### src/rtl/core/assert_macros.svh
// ---------------------------------------------------------------------------
// Assertion macros
// Clocked assertion wrappers used by the positioner RTL.
// ---------------------------------------------------------------------------
`ifndef ASSERT_MACROS_SVH
`define ASSERT_MACROS_SVH

// property checked on every rising clk edge outside reset
`define BTPC_ASSERT_CLK(label, prop, msg) \
    label: assert property (@(posedge clk) disable iff (!rst_n) prop) \
        else $error(msg);

// condition that must never hold
`define BTPC_ASSERT_NEVER(label, cond, msg) \
    `BTPC_ASSERT_CLK(label, !(cond), msg)

`endif

### src/rtl/core/btpc_pkg.sv
// ---------------------------------------------------------------------------
// btpc_pkg
// Types, codes and constants of the blind tilt positioner.
// ---------------------------------------------------------------------------
package btpc_pkg;

    localparam int REPORT_INTERVAL_MS = 1000;
    localparam int MS_PER_S           = 1000;

    localparam int OP_W        = 3;
    localparam int POS_W       = 12;
    localparam int TGT_W       = 10;
    localparam int TARGET_W    = 11;
    localparam int IDLE_W      = 22;
    localparam int REPORT_W    = 10;
    localparam int TIMEOUT_W   = 12;
    localparam int CFG_INDEX_W = 2;
    localparam int CFG_DATA_W  = 12;
    localparam int STEP_W      = 2;
    localparam int CMP_W       = 14;

    // operation codes
    localparam logic [OP_W-1:0] OP_TICK         = 3'd0;
    localparam logic [OP_W-1:0] OP_STOP         = 3'd1;
    localparam logic [OP_W-1:0] OP_SET_POSITION = 3'd2;
    localparam logic [OP_W-1:0] OP_SET_TILT     = 3'd3;
    localparam logic [OP_W-1:0] OP_FAULT_RESET  = 3'd4;

    // configuration register indexes
    localparam logic [CFG_INDEX_W-1:0] CFG_FAULT_TIMEOUT = 2'd0;
    localparam logic [CFG_INDEX_W-1:0] CFG_NOISY         = 2'd1;
    localparam logic [CFG_INDEX_W-1:0] CFG_SOURCE        = 2'd2;

    localparam logic [TIMEOUT_W-1:0] TIMEOUT_RESET = 12'd10;

    // step positions
    localparam logic [STEP_W-1:0] STEP_CLOSED = 2'd0;
    localparam logic [STEP_W-1:0] STEP_HALF   = 2'd1;
    localparam logic [STEP_W-1:0] STEP_OPEN   = 2'd2;

    localparam int POS_CLOSED     = 0;
    localparam int POS_HALF       = 500;
    localparam int POS_OPEN       = 1000;
    localparam int BAND_FINE      = 5;
    localparam int BAND_WIDE      = 50;
    localparam int SETTLE_DELTA   = 5;
    localparam int END_LOW        = 5;
    localparam int END_HIGH       = 995;
    localparam int STEP_LOW_EDGE  = 250;
    localparam int STEP_HIGH_EDGE = 750;
    localparam int SNAP_WIN       = 50;

    localparam logic [IDLE_W-1:0]   IDLE_MAX   = '1;
    localparam logic [REPORT_W-1:0] REPORT_MAX = '1;
    localparam logic [REPORT_W-1:0] REPORT_DUE = REPORT_W'(REPORT_INTERVAL_MS);

    typedef enum logic [1:0] {
        DRIVE_STOP  = 2'd0,
        DRIVE_OPEN  = 2'd1,
        DRIVE_CLOSE = 2'd2
    } drive_t;

    typedef struct packed {
        logic [OP_W-1:0]         operation;
        logic signed [POS_W-1:0] angle_sample;
        logic                    sample_valid;
        logic [TGT_W-1:0]        target_tenths;
    } btpc_item_t;

    typedef struct packed {
        drive_t                  motor_drive;
        logic signed [POS_W-1:0] reported_percent;
        logic                    fault_active;
        logic                    target_reached;
        logic                    position_report;
        logic                    command_rejected;
    } btpc_result_t;

    typedef struct packed {
        logic [IDLE_W-1:0] stall_limit_ms;
        logic              noisy;
        logic              source_ok;
    } btpc_cfg_t;

    typedef struct packed {
        logic signed [POS_W-1:0] current_position;
        logic signed [POS_W-1:0] last_seen_position;
        logic                    last_seen_known;
        logic [TARGET_W-1:0]     target_position;
        logic                    target_active;
        logic [IDLE_W-1:0]       idle_ms;
        logic [REPORT_W-1:0]     report_ms;
        drive_t                  drive_state;
        logic [STEP_W-1:0]       step_index;
        logic                    fault_flag;
    } btpc_state_t;

    localparam btpc_state_t STATE_RESET = '{
        current_position:   '0,
        last_seen_position: '0,
        last_seen_known:    1'b0,
        target_position:    '0,
        target_active:      1'b0,
        idle_ms:            '0,
        report_ms:          '0,
        drive_state:        DRIVE_STOP,
        step_index:         STEP_CLOSED,
        fault_flag:         1'b0
    };

    function automatic logic [STEP_W-1:0] step_of(input logic [TGT_W-1:0] t);
        logic [STEP_W-1:0] s;
        begin
            if (t < TGT_W'(STEP_LOW_EDGE))
            begin
                s = STEP_CLOSED;
            end
            else if (t < TGT_W'(STEP_HIGH_EDGE))
            begin
                s = STEP_HALF;
            end
            else
            begin
                s = STEP_OPEN;
            end
            return s;
        end
    endfunction

    function automatic logic [TARGET_W-1:0] step_target(input logic [STEP_W-1:0] s);
        logic [TARGET_W-1:0] t;
        begin
            if (s == STEP_CLOSED)
            begin
                t = TARGET_W'(POS_CLOSED);
            end
            else if (s == STEP_HALF)
            begin
                t = TARGET_W'(POS_HALF);
            end
            else
            begin
                t = TARGET_W'(POS_OPEN);
            end
            return t;
        end
    endfunction

endpackage

### src/rtl/core/btpc_cfg_regs.sv
// ---------------------------------------------------------------------------
// btpc_cfg_regs
// Configuration registers and the derived stall limit in milliseconds.
// ---------------------------------------------------------------------------
module btpc_cfg_regs import btpc_pkg::*; (
    input  logic                   clk,
    input  logic                   rst_n,
    input  logic                   cfg_write,
    input  logic [CFG_INDEX_W-1:0] cfg_index,
    input  logic [CFG_DATA_W-1:0]  cfg_data,
    output btpc_cfg_t              cfg
);

    logic [TIMEOUT_W-1:0] timeout_reg;
    logic                 noisy_reg;
    logic                 source_reg;
    logic [TIMEOUT_W-1:0] timeout_eff;

    always_ff @(posedge clk or negedge rst_n)
    begin
        if (!rst_n)
        begin
            timeout_reg <= TIMEOUT_RESET;
            noisy_reg   <= 1'b0;
            source_reg  <= 1'b1;
        end
        else if (cfg_write)
        begin
            unique case (cfg_index)
                CFG_FAULT_TIMEOUT: timeout_reg <= cfg_data[TIMEOUT_W-1:0];
                CFG_NOISY:         noisy_reg   <= cfg_data[0];
                CFG_SOURCE:        source_reg  <= cfg_data[0];
                default:           ;
            endcase
        end
    end

    // a zero timeout behaves as one second
    assign timeout_eff = (timeout_reg == '0) ? TIMEOUT_W'(1) : timeout_reg;

    assign cfg.stall_limit_ms = IDLE_W'(timeout_eff) * IDLE_W'(MS_PER_S);
    assign cfg.noisy          = noisy_reg;
    assign cfg.source_ok      = source_reg;

endmodule

### config.mk
export PLATFORM = sky130hd
export DESIGN_NAME = btpc_cfg_regs
export DESIGN_NICKNAME = d
export VERILOG_FILES = /design/src/rtl/core/assert_macros.svh /design/src/rtl/core/btpc_pkg.sv /design/src/rtl/core/btpc_cfg_regs.sv
export SDC_FILE = /design/constraint.sdc
export NUM_CORES = 1
export LEC_CHECK = 0
export BUFFER_PORTS_ARGS = -buffer_cell sky130_fd_sc_hd__buf_2
export CAP_MARGIN = 20
export CORE_MARGIN = 5
export CORE_UTILIZATION = 40
export DETAILED_ROUTE_END_ITERATION = 7
export MAX_ROUTING_LAYER = met4
export PLACE_DENSITY = 0.6
export SYNTH_ARGS = -nofsm -noshare
export SYNTH_HDL_FRONTEND = slang
export SYNTH_SLANG_ARGS = --single-unit
### constraint.sdc
create_clock -name clk -period 8.07 [get_ports clk]
set_input_delay 1.614 -clock clk [delete_from_list [all_inputs] [get_ports clk]]
set_output_delay 1.614 -clock clk [all_outputs]
set_load 0.005 [all_outputs]
==> impl_summary.md <==
Synth
For this run, asynchronously set or reset flops after synthesis account for 100%. In the post-synthesis netlist, the biggest area contributors are fa_1, ha_1, dfrtp_1. The number of synthesized flops with an enable pin is 0. The number of warning messages in the yosys log is 0. Counting flops and latches in the post-synthesis netlist gives 14.

Synthesis produced a netlist whose cell count is between 300 and 400. Summed over its instances, the top area cell type makes up 25.6% of the synthesized netlist area. The synthesized netlist occupies a cell area of 0.00274 sq mm.

The most used flip-flop cell after synthesis is dfrtp_1. The mean instance size in the synthesized netlist is 9.07 sq um. Summed over all instances, the cell type with the most area after synthesis is fa_1. Sequential elements use 12.9% of the synthesized area. Synthesis instantiated 41 different standard cells from the library.

Critical path
The critical path capture point type is an output pin. Data arrives at the worst endpoint at 5.39 ns. The origin of the worst setup path is timeout_reg[10]. Measured in cells, the most critical reg-to-reg path has a length of 2. Of all nets on the critical path, the largest fanout is 11. The launching element type of the critical path is a flip-flop. At the worst endpoint, the required time is 6.46 ns. The worst flop-to-flop path endpoint is timeout_reg[9]. The slack of the worst reg-to-reg path is 7.20 ns. The critical path in this run is classified as reg -> out. The launch instance of the worst register-to-register path is timeout_reg[9].

Clock network
The number of sinks handled by clock tree synthesis is 14. The TritonCTS clock tree is built. The number of buffers inserted by hold repair at cts is 0. The clock insertion delay at the later pin of the skew report is 0.24 ns. After clock tree synthesis, the clock-pin slew on the worst setup and hold paths is 0.06 ns. The maximum clock path buffer count is 2. The post-cts resize count is 0. In this run the number of H-tree levels came out at 1. The number of clock buffers added by TritonCTS is 3. The root buffer cell is clkbuf_8. In this run the post-CTS setup repair buffer count came out at 0.

Die
The core region is between 0.006 and 0.007 sq mm. The die outline width is 92.8 um. The floorplan has 30 rows. 41 I/O pins were placed.

The starting density of the core is 40.8%. The die covers between 0.008 and 0.009 sq mm. The die is 92.8 um tall.

Timing
Between clock sinks in the finished design, the worst skew comes to 0 ns. The number of max-slew violations in the final report came to 0. The number of hold-slack violations in the final timing report is 0. Setup repair after global routing left no endpoint under its margin. Adding up every negative setup slack in the final design gives 0 ns.

The count of endpoints failing setup in the final report is 0. The timing-limited maximum frequency is ~0.14 GHz. For the finished layout, the period the worst path requires is 7.00 ns. Dividing the final minimum period by the clock period gives between 80 and 90%.

Global routing
The pin count of the biggest net entering global routing is 23. For this run the aggregate overflow at the end of global routing stands at 0. The first global-routing pass estimated 9130 um of wire.

The initial antenna violation count came to 0. The number of global-route vias before repair is 2069. Global routing consumed, over all layers together, 13.0% of the routing resources.

Route
After detailed routing, the number of remaining DRC violations is 0. The detail route stage leaves a number of antenna-violating nets equal to 0. The final wirelength is approximately 5200 um.

The detailed-route via count is 1999. In the final routed layout, each cell accounts on average for 12.6 um. Using the TritonRoute via totals, the vias-per-cell ratio works out to approximately 4.8. The number of DRC markers after the initial detailed-route iteration is 45. The number of iterations in the first detailed-routing pass is 4.

Placement
The final weighted congestion of routability-driven global placement is 0.815. The number of input and output port buffers inserted is 37. Summed over all nets, the half-perimeter wirelength after detailed placement is between 4000 and 5000 um.

After detailed placement, the total cell area comes to approximately 0.003 sq mm.

Finish
Compared with the post-synthesis result, the final layout area differs by 10.4%. The number of diodes is 0. In the final layout, the share of cells above drive strength 1 is ~16%. The register with the most flip-flops in the layout has 12 of them. The total number of nets in the final design is 437. After routing the design area is roughly 0.003 sq mm.

Worst hold path
The startpoint of the most critical hold path is noisy_reg. The endpoint with the worst hold slack is noisy_reg. The number of cells on the worst hold path is 1. The class of the worst hold path is reg -> reg.

Job
The max capacitance violation total is 0.

Run status
The run finished with clean final reports.
-- kinds of logic after synthesis --
group,Yosys count,share of synthesized area [%]
mux,4,1.64
buf+inv,74,11.1
compound gates,47,10.6
flops,14,12.9
other cells,1,0.137
xor+xnor,14,4.47
simple gates,64,11.1
fa+ha+maj,84,47.9
-- critical path, cell delays in order, from the launching register on --
cell and delay, ns:
dfrtp_1 0.44, inv_1 0.15, ha_1 0.18, nand4b_1 0.11
or3_1 0.53, nand2_1 0.30, fa_1 0.49, fa_1 0.54
inv_1 0.06, fa_1 0.50, fa_1 0.49, ha_1 0.38
a21oi_1 0.20, o21ai_1 0.09, nand3_1 0.16, nor4bb_1 0.32
a211oi_1 0.07, buf_2 0.13
-- worst max path at each step --
stage / endpoint / slack, ns / cells past startpoint
final: cfg[23] / 1.07 / 17
after floorplan: cfg[20] / 1.80 / 17
after global placement: cfg[20] / 1.31 / 16
after global routing: cfg[23] / 0.66 / 19
after detailed placement: cfg[23] / 1.32 / 17
after CTS: cfg[22] / 1.04 / 17
-- layout by cell type, fill, tap and decap left out, types with 4 or more instances in the layout --
cell type / synthesis / routed
nand2_1: 26 / 26
xor2_1: 8 / 8
xnor2_1: 6 / 6
buf_2: 1 / 37
a21o_1: 6 / 6
a21oi_1: 12 / 12
inv_1: 60 / 60
dfrtp_1: 11 / 11
o21ai_0: 11 / 11
a31oi_1: 4 / 4
o21ai_1: 5 / 5
ha_1: 49 / 49
nor2_1: 12 / 12
mux2_2: 4 / 4
fa_1: 35 / 35
nand3_1: 9 / 9
-- per-layer routing --
| layer | vias up | track usage [%] | share of wire [%] |
|---|---|---|---|
| met4 | 0 | 1.83 | 0.48 |
| li1 | 1029 | - | - |
| met3 | 2 | 0.650 | 1.9 |
| met1 | 947 | 17.9 | 49 |
| met2 | 21 | 21.9 | 48 |
| met5 | - | - | 0 |
-- layout make-up --
cell class	instances	area (sq um)
clock buffers	4	45.0
fillers	660	3690
inverters	63	236
multi-input cells	216	2090
flip-flops and latches	14	354
well taps	80	100
repair buffers	38	196
-- Yosys cell counts, types with 4 or more instances --
| master | count |
|---|---|
| ha_1 | 49 |
| a21oi_1 | 12 |
| fa_1 | 35 |
| nor2_1 | 12 |
| mux2_2 | 4 |
| a21o_1 | 6 |
| clkbuf_1 | 4 |
| o21ai_1 | 5 |
| o21ai_0 | 11 |
| nand3_1 | 9 |
| inv_1 | 60 |
| buf_4 | 5 |
| a31oi_1 | 4 |
| nand2_1 | 26 |
| xor2_1 | 8 |
| dfrtp_1 | 11 |
| xnor2_1 | 6 |
-- per-stage QoR --
step / setup slack [ns] / hold WS (ns) / utilization, % / cells
after floorplan: 1.80 / 0.481 / - / 304
after global placement: 1.31 / 0.489 / 44.2 / 410
after detailed placement: 1.32 / 0.496 / 44.2 / 410
after CTS: 1.04 / 0.509 / 44.9 / 414
after global routing: 0.655 / 0.527 / 45.0 / 415
final: 1.07 / 0.502 / 45.0 / 415
Power is not shown: default switching activity piles up to over one toggle a cycle in this logic, so the estimate is an artifact.
