File: src/rtl/core/assert_macros.svh
// ---------------------------------------------------------------------------
// Assertion macros
// Clocked assertion wrappers used by the positioner RTL.
// ---------------------------------------------------------------------------
`ifndef ASSERT_MACROS_SVH
`define ASSERT_MACROS_SVH

// property checked on every rising clk edge outside reset
`define BTPC_ASSERT_CLK(label, prop, msg) \
    label: assert property (@(posedge clk) disable iff (!rst_n) prop) \
        else $error(msg);

// condition that must never hold
`define BTPC_ASSERT_NEVER(label, cond, msg) \
    `BTPC_ASSERT_CLK(label, !(cond), msg)

`endif

File: src/rtl/core/btpc_pkg.sv
// ---------------------------------------------------------------------------
// btpc_pkg
// Types, codes and constants of the blind tilt positioner.
// ---------------------------------------------------------------------------
package btpc_pkg;

    localparam int REPORT_INTERVAL_MS = 1000;
    localparam int MS_PER_S           = 1000;

    localparam int OP_W        = 3;
    localparam int POS_W       = 12;
    localparam int TGT_W       = 10;
    localparam int TARGET_W    = 11;
    localparam int IDLE_W      = 22;
    localparam int REPORT_W    = 10;
    localparam int TIMEOUT_W   = 12;
    localparam int CFG_INDEX_W = 2;
    localparam int CFG_DATA_W  = 12;
    localparam int STEP_W      = 2;
    localparam int CMP_W       = 14;

    // operation codes
    localparam logic [OP_W-1:0] OP_TICK         = 3'd0;
    localparam logic [OP_W-1:0] OP_STOP         = 3'd1;
    localparam logic [OP_W-1:0] OP_SET_POSITION = 3'd2;
    localparam logic [OP_W-1:0] OP_SET_TILT     = 3'd3;
    localparam logic [OP_W-1:0] OP_FAULT_RESET  = 3'd4;

    // configuration register indexes
    localparam logic [CFG_INDEX_W-1:0] CFG_FAULT_TIMEOUT = 2'd0;
    localparam logic [CFG_INDEX_W-1:0] CFG_NOISY         = 2'd1;
    localparam logic [CFG_INDEX_W-1:0] CFG_SOURCE        = 2'd2;

    localparam logic [TIMEOUT_W-1:0] TIMEOUT_RESET = 12'd10;

    // step positions
    localparam logic [STEP_W-1:0] STEP_CLOSED = 2'd0;
    localparam logic [STEP_W-1:0] STEP_HALF   = 2'd1;
    localparam logic [STEP_W-1:0] STEP_OPEN   = 2'd2;

    localparam int POS_CLOSED     = 0;
    localparam int POS_HALF       = 500;
    localparam int POS_OPEN       = 1000;
    localparam int BAND_FINE      = 5;
    localparam int BAND_WIDE      = 50;
    localparam int SETTLE_DELTA   = 5;
    localparam int END_LOW        = 5;
    localparam int END_HIGH       = 995;
    localparam int STEP_LOW_EDGE  = 250;
    localparam int STEP_HIGH_EDGE = 750;
    localparam int SNAP_WIN       = 50;

    localparam logic [IDLE_W-1:0]   IDLE_MAX   = '1;
    localparam logic [REPORT_W-1:0] REPORT_MAX = '1;
    localparam logic [REPORT_W-1:0] REPORT_DUE = REPORT_W'(REPORT_INTERVAL_MS);

    typedef enum logic [1:0] {
        DRIVE_STOP  = 2'd0,
        DRIVE_OPEN  = 2'd1,
        DRIVE_CLOSE = 2'd2
    } drive_t;

    typedef struct packed {
        logic [OP_W-1:0]         operation;
        logic signed [POS_W-1:0] angle_sample;
        logic                    sample_valid;
        logic [TGT_W-1:0]        target_tenths;
    } btpc_item_t;

    typedef struct packed {
        drive_t                  motor_drive;
        logic signed [POS_W-1:0] reported_percent;
        logic                    fault_active;
        logic                    target_reached;
        logic                    position_report;
        logic                    command_rejected;
    } btpc_result_t;

    typedef struct packed {
        logic [IDLE_W-1:0] stall_limit_ms;
        logic              noisy;
        logic              source_ok;
    } btpc_cfg_t;

    typedef struct packed {
        logic signed [POS_W-1:0] current_position;
        logic signed [POS_W-1:0] last_seen_position;
        logic                    last_seen_known;
        logic [TARGET_W-1:0]     target_position;
        logic                    target_active;
        logic [IDLE_W-1:0]       idle_ms;
        logic [REPORT_W-1:0]     report_ms;
        drive_t                  drive_state;
        logic [STEP_W-1:0]       step_index;
        logic                    fault_flag;
    } btpc_state_t;

    localparam btpc_state_t STATE_RESET = '{
        current_position:   '0,
        last_seen_position: '0,
        last_seen_known:    1'b0,
        target_position:    '0,
        target_active:      1'b0,
        idle_ms:            '0,
        report_ms:          '0,
        drive_state:        DRIVE_STOP,
        step_index:         STEP_CLOSED,
        fault_flag:         1'b0
    };

    function automatic logic [STEP_W-1:0] step_of(input logic [TGT_W-1:0] t);
        logic [STEP_W-1:0] s;
        begin
            if (t < TGT_W'(STEP_LOW_EDGE))
            begin
                s = STEP_CLOSED;
            end
            else if (t < TGT_W'(STEP_HIGH_EDGE))
            begin
                s = STEP_HALF;
            end
            else
            begin
                s = STEP_OPEN;
            end
            return s;
        end
    endfunction

    function automatic logic [TARGET_W-1:0] step_target(input logic [STEP_W-1:0] s);
        logic [TARGET_W-1:0] t;
        begin
            if (s == STEP_CLOSED)
            begin
                t = TARGET_W'(POS_CLOSED);
            end
            else if (s == STEP_HALF)
            begin
                t = TARGET_W'(POS_HALF);
            end
            else
            begin
                t = TARGET_W'(POS_OPEN);
            end
            return t;
        end
    endfunction

endpackage

File: src/rtl/core/btpc_step.sv
// ---------------------------------------------------------------------------
// btpc_step
// Next-state and result logic for one item of the positioner.
// ---------------------------------------------------------------------------
module btpc_step import btpc_pkg::*; (
    input  btpc_item_t   item,
    input  btpc_cfg_t    cfg,
    input  btpc_state_t  state_cur,
    output btpc_state_t  state_next,
    output btpc_result_t result
);

    localparam logic signed [CMP_W-1:0] SETTLE   = CMP_W'(SETTLE_DELTA);
    localparam logic signed [CMP_W-1:0] B_FINE   = CMP_W'(BAND_FINE);
    localparam logic signed [CMP_W-1:0] B_WIDE   = CMP_W'(BAND_WIDE);
    localparam logic signed [CMP_W-1:0] SNAP     = CMP_W'(SNAP_WIN);
    localparam logic signed [CMP_W-1:0] P_CLOSED = CMP_W'(POS_CLOSED);
    localparam logic signed [CMP_W-1:0] P_HALF   = CMP_W'(POS_HALF);
    localparam logic signed [CMP_W-1:0] P_OPEN   = CMP_W'(POS_OPEN);

    logic signed [CMP_W-1:0] band_w;
    logic signed [CMP_W-1:0] sample_w;
    logic signed [CMP_W-1:0] last_w;
    logic signed [CMP_W-1:0] diff_w;
    logic                    sample_used;
    logic                    sample_moved;
    logic signed [POS_W-1:0] pos_tick;
    logic signed [CMP_W-1:0] pos_tick_w;
    logic signed [CMP_W-1:0] tgt_keep_w;
    logic                    hit;

    logic                    is_tilt;
    logic                    end_low;
    logic                    end_high;
    logic [STEP_W-1:0]       step_dn;
    logic [STEP_W-1:0]       step_up;
    logic [STEP_W-1:0]       cmd_step;
    logic [TARGET_W-1:0]     cmd_target;
    logic signed [CMP_W-1:0] cmd_target_w;
    logic signed [CMP_W-1:0] cur_w;
    drive_t                  cmd_drive;

    logic signed [POS_W-1:0] pos_final;
    logic signed [CMP_W-1:0] pos_final_w;
    logic signed [POS_W-1:0] pct_snap;

    btpc_state_t s;
    logic        reached;
    logic        report;
    logic        rejected;

    assign band_w   = cfg.noisy ? B_WIDE : B_FINE;
    assign sample_w = CMP_W'(item.angle_sample);
    assign last_w   = CMP_W'(state_cur.last_seen_position);
    assign cur_w    = CMP_W'(state_cur.current_position);
    assign diff_w   = sample_w - last_w;

    // tick: sample handling
    assign sample_used  = cfg.source_ok && item.sample_valid;
    assign sample_moved = !state_cur.last_seen_known || diff_w > SETTLE || diff_w < -SETTLE;
    assign pos_tick     = sample_used ? item.angle_sample : state_cur.current_position;
    assign pos_tick_w   = CMP_W'(pos_tick);
    assign tgt_keep_w   = CMP_W'({1'b0, state_cur.target_position});

    assign hit = (state_cur.drive_state == DRIVE_OPEN  && pos_tick_w >= tgt_keep_w - band_w) ||
                 (state_cur.drive_state == DRIVE_CLOSE && pos_tick_w <= tgt_keep_w + band_w);

    // commands: target and step selection
    assign is_tilt  = (item.operation == OP_SET_TILT);
    assign end_low  = (item.target_tenths <= TGT_W'(END_LOW));
    assign end_high = (item.target_tenths >= TGT_W'(END_HIGH));
    assign step_dn  = (state_cur.step_index != STEP_CLOSED) ?
                      state_cur.step_index - 1'b1 : STEP_CLOSED;
    assign step_up  = (state_cur.step_index < STEP_OPEN) ?
                      state_cur.step_index + 1'b1 : STEP_OPEN;

    always_comb
    begin
        if (is_tilt)
        begin
            cmd_step   = step_of(item.target_tenths);
            cmd_target = TARGET_W'(item.target_tenths);
        end
        else if (end_low)
        begin
            cmd_step   = step_dn;
            cmd_target = step_target(step_dn);
        end
        else if (end_high)
        begin
            cmd_step   = step_up;
            cmd_target = step_target(step_up);
        end
        else
        begin
            cmd_step   = step_of(item.target_tenths);
            cmd_target = TARGET_W'(item.target_tenths);
        end
    end

    assign cmd_target_w = CMP_W'({1'b0, cmd_target});

    always_comb
    begin
        if (cmd_target_w > cur_w + band_w)
        begin
            cmd_drive = DRIVE_OPEN;
        end
        else if (cmd_target_w < cur_w - band_w)
        begin
            cmd_drive = DRIVE_CLOSE;
        end
        else
        begin
            cmd_drive = DRIVE_STOP;
        end
    end

    always_comb
    begin
        s        = state_cur;
        reached  = 1'b0;
        report   = 1'b0;
        rejected = 1'b0;
        unique case (item.operation)
            OP_TICK:
            begin
                if (state_cur.idle_ms != IDLE_MAX)
                begin
                    s.idle_ms = state_cur.idle_ms + 1'b1;
                end
                if (state_cur.report_ms != REPORT_MAX)
                begin
                    s.report_ms = state_cur.report_ms + 1'b1;
                end
                if (sample_used && sample_moved)
                begin
                    s.idle_ms            = '0;
                    s.last_seen_position = item.angle_sample;
                    s.last_seen_known    = 1'b1;
                end
                s.current_position = pos_tick;
                if (state_cur.drive_state != DRIVE_STOP)
                begin
                    if (s.idle_ms > cfg.stall_limit_ms && !state_cur.fault_flag)
                    begin
                        s.fault_flag    = 1'b1;
                        s.drive_state   = DRIVE_STOP;
                        s.target_active = 1'b0;
                    end
                    else if (!state_cur.fault_flag && state_cur.target_active)
                    begin
                        if (hit)
                        begin
                            s.drive_state   = DRIVE_STOP;
                            s.target_active = 1'b0;
                            reached         = 1'b1;
                        end
                        else if (s.report_ms >= REPORT_DUE)
                        begin
                            s.report_ms = '0;
                            report      = 1'b1;
                        end
                    end
                end
            end
            OP_STOP, OP_SET_POSITION, OP_SET_TILT:
            begin
                if (!cfg.source_ok || state_cur.fault_flag)
                begin
                    rejected = 1'b1;
                end
                else if (item.operation == OP_STOP)
                begin
                    s.drive_state   = DRIVE_STOP;
                    s.target_active = 1'b0;
                end
                else
                begin
                    s.step_index      = cmd_step;
                    s.target_position = cmd_target;
                    s.target_active   = 1'b1;
                    s.idle_ms         = '0;
                    s.last_seen_known = 1'b0;
                    s.drive_state     = cmd_drive;
                end
            end
            OP_FAULT_RESET:
            begin
                if (state_cur.fault_flag)
                begin
                    s.fault_flag      = 1'b0;
                    s.idle_ms         = '0;
                    s.last_seen_known = 1'b0;
                end
            end
            default: ;
        endcase
    end

    // report snapping on a noisy source
    assign pos_final   = (item.operation == OP_TICK) ? pos_tick : state_cur.current_position;
    assign pos_final_w = CMP_W'(pos_final);

    always_comb
    begin
        pct_snap = pos_final;
        if (cfg.noisy)
        begin
            if (pos_final_w >= P_HALF - SNAP && pos_final_w <= P_HALF + SNAP)
            begin
                pct_snap = POS_W'(POS_HALF);
            end
            else if (pos_final_w <= P_CLOSED && pos_final_w >= P_CLOSED - SNAP)
            begin
                pct_snap = POS_W'(POS_CLOSED);
            end
            else if (pos_final_w >= P_OPEN && pos_final_w <= P_OPEN + SNAP)
            begin
                pct_snap = POS_W'(POS_OPEN);
            end
        end
    end

    assign result.reported_percent = pct_snap;
    assign result.motor_drive      = s.drive_state;
    assign result.fault_active     = s.fault_flag;
    assign result.target_reached   = reached;
    assign result.position_report  = report;
    assign result.command_rejected = rejected;
    assign state_next              = s;

endmodule

File: config.mk
export PLATFORM = sky130hd
export DESIGN_NAME = btpc_step
export DESIGN_NICKNAME = d
export VERILOG_FILES = /design/src/rtl/core/assert_macros.svh /design/src/rtl/core/btpc_pkg.sv /design/src/rtl/core/btpc_step.sv
export SDC_FILE = /design/constraint.sdc
export NUM_CORES = 1
export LEC_CHECK = 0
export ABC_CLOCK_PERIOD_IN_PS = 7800
export BUFFER_PORTS_ARGS = -buffer_cell sky130_fd_sc_hd__buf_2
export CAP_MARGIN = 10
export CELL_PAD_IN_SITES_DETAIL_PLACEMENT = 0
export CELL_PAD_IN_SITES_GLOBAL_PLACEMENT = 2
export CORE_ASPECT_RATIO = 1.75
export CORE_MARGIN = 5
export CORE_UTILIZATION = 30
export DETAILED_ROUTE_END_ITERATION = 6
export PLACE_DENSITY_LB_ADDON = 0.08
export SLEW_MARGIN = 20
export SYNTH_ARGS = -nofsm -noshare
export SYNTH_HDL_FRONTEND = slang
export SYNTH_SLANG_ARGS = --single-unit
export TNS_END_PERCENT = 30
File: constraint.sdc
create_clock -name vclk -period 7.8
set_input_delay 0.39 -clock vclk [all_inputs]
set_output_delay 0.39 -clock vclk [all_outputs]
set_load 0.01 [all_outputs]
==> results.cfg, run 1 <==
[worst_setup_path]
crit_type = in2out
worstPathRequired_ps = 7410
cp_common_cell = a21o_1
critical-path-top-delay-family = compound AO/OA/AOI/OAI gates
worstPathMaxFanout = 14
cp.depth = 23
cp.buffers_inverters = 3
cp-end-kind = primary output
cp_data_arrival_time_ps = 6200
crit_chain = buf_2 > inv_1 > ha_1 > fa_1 > nand2b_1 > a21o_1 > a41oi_1 > a21oi_1 > and4_1 > a221oi_4 > and2_4 > nor2_1 > ha_1 > a21o_1 > a21oi_1 > o21ai_0 > a21o_1 > a2111o_1 > nand2_1 > o2111ai_1 > and3_1 > a221o_1 > buf_2
cp-start-kind = primary input
critPathMaxStageDelay_ps = 760
cp_slowest_cell = a221oi_4

[hold_path]
hold_class = in2out
min_path_cells = 4

[timing]
maxSlewViolCount = 0
rsz0062_at_grt = false
final.period_utilization_pct = 84.50
worst_slew_pin_slew_ps = 995.5
setup_ws_ps = 1209
period_needed_ps = 6591
setup_viol = 0
hold_viol = 0
final.setup.tns_ps = 0
max_freq_mhz = 151.7
worst_slew_margin_rel_pct = 33.56

[logic_synthesis]
syn_inst = 964
ys_warn_count = 0
synthesis.area_um2 = 6356
synth-seq-area-share_pct = 0
avgSynthCellArea_um2 = 6.593
yosysUniqueCellTypes = 81
synth.net_count = 1193

[drt]
vias = 7618
wl_per_cell_um = 19.46
routed_via_density = 5.465
wirelength_mm = 27.13
drtAntennaViolNets = 0
dr.pass1.iters = 4
first_iter_violations = 466
drc = 0

[floorplanning]
die_y_um = 202.6
dieWidth_um = 120.0
ios = 216
start_util_pct = 30.36
rows = 70
die_area_um2 = 24310
coreArea_um2 = 20930

[layout]
clkbuf_count = 0
layoutNonFillerInstCount = 1394
seq_cell_count = 0
regArea_um2 = 0
final_common_cell = buf_2
finalNetCount = 1373
drive_gt1_share_pct = 22.68
antenna_cells = 0
layout_common_cells = 216 x buf_2, 109 x nand2_1, 100 x ha_1
final_util_pct = 36.26
area_growth_pct = 19.41

[grt]
grt_max_degree = 26
track_usage_pct = 20.84
grt_overflow = 0
grt_pass1_wl_mm = 40.64
antenna_found_initial = 1
grt_pass1_vias = 7506

[pwr]
p_comb_share_pct = 100.0
intPower_mw = 0.2024
powerDensity_nw_per_um2 = 65.36
leakagePower_nw = 3.697
pwr-share-seq_pct = 0
max-vdd-ir-drop_mv = 0.02938
switching_share_pct = 59.21
clockPowerShare_pct = 0
p_sw_mw = 0.2937

[cts]
postCtsSetupBuffers = 0
post_cts_resized = 0
hold_buffers = 0

[placed_design]
gp_congestion = 0.8746
dp.cells = 1394
hpwl_mm = 23.64
dp_slack_ps = 1302
port_buffers = 216

[run_status]
status = complete, no violations

[run]
drv_cap = 0
[power groups by stage]
stage / Combinational, mW / Sequential, mW / Clock, mW
3_3_place_gp: 0.501 / 0 / 0
6_report: 0.496 / 0 / 0
2_1_floorplan: 0.318 / 0 / 0
5_1_grt: 0.557 / 0 / 0
4_1_cts: 0.502 / 0 / 0
3_5_place_dp: 0.499 / 0 / 0
[final timing paths]
check / end / from
hold / removal: state_next[27] / state_cur[27]
setup / recovery: state_next[10] / item[11]
[per-layer routing]
| layer | vias up | GRT usage, % | wire, µm |
|---|---|---|---|
| li1 | 3856 | - | - |
| met1 | 3513 | 20.93 | 9678 |
| met2 | 202 | 44.14 | 15520 |
| met3 | 45 | 2.202 | 1141 |
| met4 | 2 | 4.670 | 773 |
| met5 | - | 0 | 13 |
[area by class of cell]
cell class | count | area, µm²
Tap cell | 252 | 315.3
Timing Repair Buffer | 220 | 1111
Inverter | 73 | 274.0
Multi-Input combinational cell | 849 | 5889
Fill cell | 2399 | 13340
[synth_stat cells, types with 8 or more instances]
cell	count	area [µm²]
a31oi_1	10	62.56
nor3_1	35	175.2
mux2_2	19	214.0
or3_1	10	62.56
nand4_1	27	168.9
xnor2_1	23	201.4
o21ai_0	78	390.4
ha_1	100	1251
nor2b_1	32	200.2
xor2_1	20	175.2
and2_1	13	81.33
nand2b_1	19	118.9
nand2_1	109	409.1
a21o_1	23	172.7
a2bb2oi_1	12	105.1
inv_1	73	274.0
nand3_1	34	170.2
o21a_1	11	82.58
a21oi_1	58	290.3
mux2i_1	10	100.1
nor3b_1	9	67.56
o31ai_1	8	60.06
clkbuf_1	27	101.4
nor2_1	76	285.3
[per-stage QoR]
stage / cell area [µm²] / hold slack [ps] / total power, mW
after floorplan: 6356 / 868.8 / 0.3181
after global placement: 7590 / 1102 / 0.5008
after detailed placement: 7590 / 1108 / 0.4994
after CTS: 7590 / 1110 / 0.5020
after global routing: 7590 / 1130 / 0.5570
final: 7590 / 1103 / 0.4961
[cells by family (layout without fill, tap and decap cells)]
logic type                 count (synthesis)  count (layout)  synth area share (%)
AOI/OAI and AO/OA                        274             274                 29.13
xor gates and xnor gates                  43              43                 5.925
adders and majority gates                105             105                 21.26
buffers and inverters                    115             293                 7.421
muxes                                     29              29                 4.941
and+or+nand+nor                          398             398                 31.32
[tightest hold or removal path, cell delays in order]
cell	delay, ps
buf_2	110
nand2_1	50
nand2_1	50
buf_2	120
Power figures use the tool's default switching activity.
==> run 2: changes to the inputs <==
ABC_AREA = 1   (was default)
ABC_CLOCK_PERIOD_IN_PS = 5400   (was 7800)
CORE_UTILIZATION = 24   (was 30)
clock period = 5.4 ns   (was 7.8 ns; I/O delays follow)
==> run 2 against run 1 <==
  * Flip-flop and latch count unchanged
  * Global-route usage decreased by 2.2 points
  * Critical path depth increased by 5
  * Sequential share of layout area unchanged
  * Design area increased by 9.5%
  * Utilization decreased by 7.1 points
  * Non-clock buffer count increased by 5
  * Via count increased by 10%
  * Worst setup slack got worse by 380 ps
  * Die area increased by 33%
  * First-iteration DRC count decreased by 43%
  * Critical endpoint is now state_next[8]
  * Largest cell class unchanged
  * Highest routed layer is now met4
==> results.cfg, run 2 <==
[timing]
worst_slew_margin_rel_pct = 45.65
period_needed_ps = 4568
setup_ws_ps = 832.2
hold_ws_ps = 839.3
final.period_utilization_pct = 84.59
final.setup.tns_ps = 0
rsz0062_at_grt = false
max_freq_mhz = 218.9
setup_viol = 0
worst_slew_pin_slew_ps = 812.3
maxSlewViolCount = 0
hold_viol = 0

[layout]
drive_gt1_share_pct = 21.13
area_growth_pct = 20.42
final_common_cell = nand2_1
finalNetCount = 1651
layout_common_cells = 347 x nand2_1, 216 x buf_2, 187 x inv_1
seq_cell_count = 0
regArea_um2 = 0
clkbuf_count = 0
final_util_pct = 29.13

[grt]
grt_pass1_vias = 8755
grt_overflow = 0
antenna_found_initial = 2
track_usage_pct = 18.63
grt_max_degree = 35
grt_pass1_wl_mm = 48.02

[logic_synthesis]
synthesis.area_um2 = 6900
muxShareOfSynthArea_pct = 0
post_synth_fa_ha_maj_area_fraction_pct = 19.58
ys_warn_count = 0
synth_top_area_share_pct = 18.88
synth.net_count = 1457
yosysMostFrequentCell = nand2_1
synth_simple_gate_area_share_pct = 42.59
ys_top_cells_by_area = nand2_1 19%, ha_1 18%, inv_1 10%
synth_top_family_by_area = simple AND/OR/NAND/NOR gates
yosysUniqueCellTypes = 55
syn_inst = 1228
synth-seq-area-share_pct = 0
avgSynthCellArea_um2 = 5.619
yosys-top-cells-count = 347 x nand2_1, 187 x inv_1, 100 x ha_1, 100 x nor2_1, 84 x nand3_1
synthXorXnorAreaFrac_pct = 6.727
synth_compound_gate_area_share_pct = 17.12
synth_largest_area_cell = nand2_1

[placed_design]
dp_slack_ps = 748.3
hpwl_mm = 28.83
gp_congestion = 0.8333
port_buffers = 216

[floorplanning]
die_area_um2 = 32380
start_util_pct = 24.19
ios = 216
rows = 82
die_y_um = 234.3
dieWidth_um = 138.2
coreArea_um2 = 28520

[run]
drv_cap = 0

[worst_setup_path]
cp_slowest_cell = fa_1
cp-start-kind = primary input
critPathMaxStageDelay_ps = 380
cp-end-kind = primary output
worstPathMaxFanout = 28
worstPathRequired_ps = 5130
cp_common_cell = nand2_2
crit_type = in2out
cp_data_arrival_time_ps = 4300

[drt]
wirelength_mm = 31.86
drtAntennaViolNets = 0
routed_via_density = 4.664
drc = 0
wl_per_cell_um = 17.69
dr.pass1.iters = 4
first_iter_violations = 266
vias = 8400

[pwr]
powerDensity_nw_per_um2 = 96.33
leakagePower_nw = 4.714
max-vdd-ir-drop_mv = 0.03382
total_power_mw = 0.8004

[run_status]
status = complete, no violations

[hold_path]
hold_class = in2out

[cts]
post_cts_resized = 0
hold_buffers = 0
postCtsSetupBuffers = 0
## run 2: cell families after synthesis
group           count (synthesis)
compound gates                193
xor+xnor                       53
buf+inv                       231
fa+ha+maj                     105
simple gates                  646
## run 2: area by class of cell
type / instances / area, µm²
fillers: 3459 / 20210
repair buffers: 225 / 1149
well taps: 378 / 473.0
inverters: 198 / 744.5
multi-input cells: 997 / 5936
diodes: 3 / 7.507
## run 2: metal layers
layer | up-vias | share of wire, % | wire length [µm] | global-route usage (%)
met5 | - | 0 | 0 | 0
met4 | 0 | 4.2 | 1353 | 6.829
met3 | 47 | 2.9 | 921 | 1.632
met2 | 182 | 59 | 18760 | 41.00
met1 | 3786 | 34 | 10830 | 17.08
li1 | 4385 | - | - | -
## run 2: per-stage QoR
stage | instance area [µm²] | instances
floorplan | 6900 | 1228
global placement | 8302 | 1798
detailed placement | 8302 | 1798
CTS | 8302 | 1798
global route | 8307 | 1800
finish | 8309 | 1801
## run 2: final timing paths
kind                  slack, ps  cells past startpoint        endpoint     startpoint
worst max-delay path        830                     28   state_next[8]       item[11]
worst min-delay path        840                      4  state_next[58]  state_cur[58]
## run 2: worst max-delay path, delay by kind of cell
family | cells | cell delay, ps
compound gates | 3 | 570
fa+ha+maj | 3 | 820
buf+inv | 6 | 540
simple gates | 16 | 2060
## run 2: report_power, final
part           leakage, nW  switching, mW  internal [mW]
clock            0.0000190              0   0.0000000746
combinational         4.71          0.511          0.289
sequential               0              0              0
==> run 3: changes to the inputs <==
ABC_CLOCK_PERIOD_IN_PS = 3800   (was 5400)
clock period = 3.8 ns   (was 5.4 ns; I/O delays follow)
==> run 3 against run 2 <==
  * The flow now finishes with violations (setup timing)
  * Utilization rose by 4.8 points
  * Combinational power rose by 68%
  * Sequential share of layout area did not move
  * Flip-flop and latch count did not move
  * Critical endpoint is now state_next[12]
  * Largest cell class unchanged
==> results.cfg, run 3 (synthesis gave the netlist of run 2 again) <==
[run_status]
status = complete, but fails checks
failed_checks = setup timing

[drt]
wirelength_mm = 33.22
drtAntennaViolNets = 0
vias = 8967
dr.pass1.iters = 5
drc = 0
routed_via_density = 4.632
first_iter_violations = 234
wl_per_cell_um = 17.16

[floorplanning]
coreArea_um2 = 28520
dieWidth_um = 138.2
die_y_um = 234.3
ios = 216
start_util_pct = 24.19
die_area_um2 = 32380
rows = 82

[timing]
rsz0062_at_grt = true
max_freq_mhz = 257.9
worst_slew_pin_slew_ps = 747.8
setup_viol = 14
final.period_utilization_pct = 102.0
final.setup.tns_ps = -649.0
worst_slew_margin_rel_pct = 49.62
hold_viol = 0
maxSlewViolCount = 0
hold_ws_ps = 686.5
period_needed_ps = 3877
setup_ws_ps = -77.14

[layout]
final_area_um2 = 9681
clkbuf_count = 0
final_common_cell = nand2_1
drive_gt1_share_pct = 31.30
regArea_um2 = 0
final_util_pct = 33.94
seq_cell_count = 0
area_growth_pct = 40.29
finalNetCount = 1787
layout_common_cells = 338 x nand2_1, 214 x buf_2, 182 x inv_1
layoutNonFillerInstCount = 1936

[hold_path]
min_path_cells = 4
hold_class = in2out

[pwr]
powerDensity_nw_per_um2 = 138.3
max-vdd-ir-drop_mv = 0.04051
leakagePower_nw = 5.411
total_power_mw = 1.339

[placed_design]
gp_congestion = 0.8388
post_dp_cell_area_um2 = 9268
dp.cells = 1925
dp_slack_ps = -498.8
hpwl_mm = 29.57
port_buffers = 216

[grt]
grt_overflow = 0
grt_pass1_wl_mm = 49.89
antenna_found_initial = 2
track_usage_pct = 19.28
grt_pass1_vias = 9266
grt_max_degree = 35

[cts]
hold_buffers = 0

[worst_setup_path]
cp_common_cell = nand2_2
cp_slowest_cell = fa_2
cp_data_arrival_time_ps = 3690
cp-start-kind = primary input
cp-end-kind = primary output
worstPathRequired_ps = 3610
worstPathMaxFanout = 8
critPathMaxStageDelay_ps = 340
crit_type = in2out

[run]
drv_cap = 0
[run 3: cell types whose count changed in the layout (fill, tap and decap cells not counted), sizes merged]
cell   change
buf      +133
diode      -1
nand3      +3
[run 3: report_power, final]
group / switching (mW) / total (mW) / internal [mW]
clock network: 0 / 0.0000000706 / 0.0000000706
registers: 0 / 0 / 0
logic: 0.789 / 1.34 / 0.550
[run 3: repair_timing]
action / CTS / global route
gates resized for setup: 54 / 38
endpoints found under the setup margin: 19 / 19
gates cloned: 3 / 0
pin swaps: 25 / 30
buffers inserted: 5 / 1
[run 3: area by class of cell]
type | count | area, µm²
fill | 3470 | 18840
antenna | 2 | 5.005
tap | 378 | 473.0
multi-input combinational | 1000 | 6280
timing repair buffer | 358 | 2176
inverter | 198 | 747.0
[run 3: final timing paths]
path | slack (ps) | startpoint | end
max | -80 | item[11] | state_next[12]
min | 690 | state_cur[59] | state_next[59]
[run 3: routing by layer]
| layer | global-route usage, % | wire, µm |
|---|---|---|
| met3 | 1.428 | 821 |
| met2 | 43.09 | 19860 |
| met5 | 0 | 0 |
| met4 | 7.169 | 1466 |
| met1 | 17.27 | 11080 |
[run 3: worst max-delay path, delay by kind of cell]
kind,cells,cell delay [ps]
AOI/OAI and AO/OA,4,590
adders and majority gates,3,710
buffers and inverters,6,440
and+or+nand+nor,18,1730
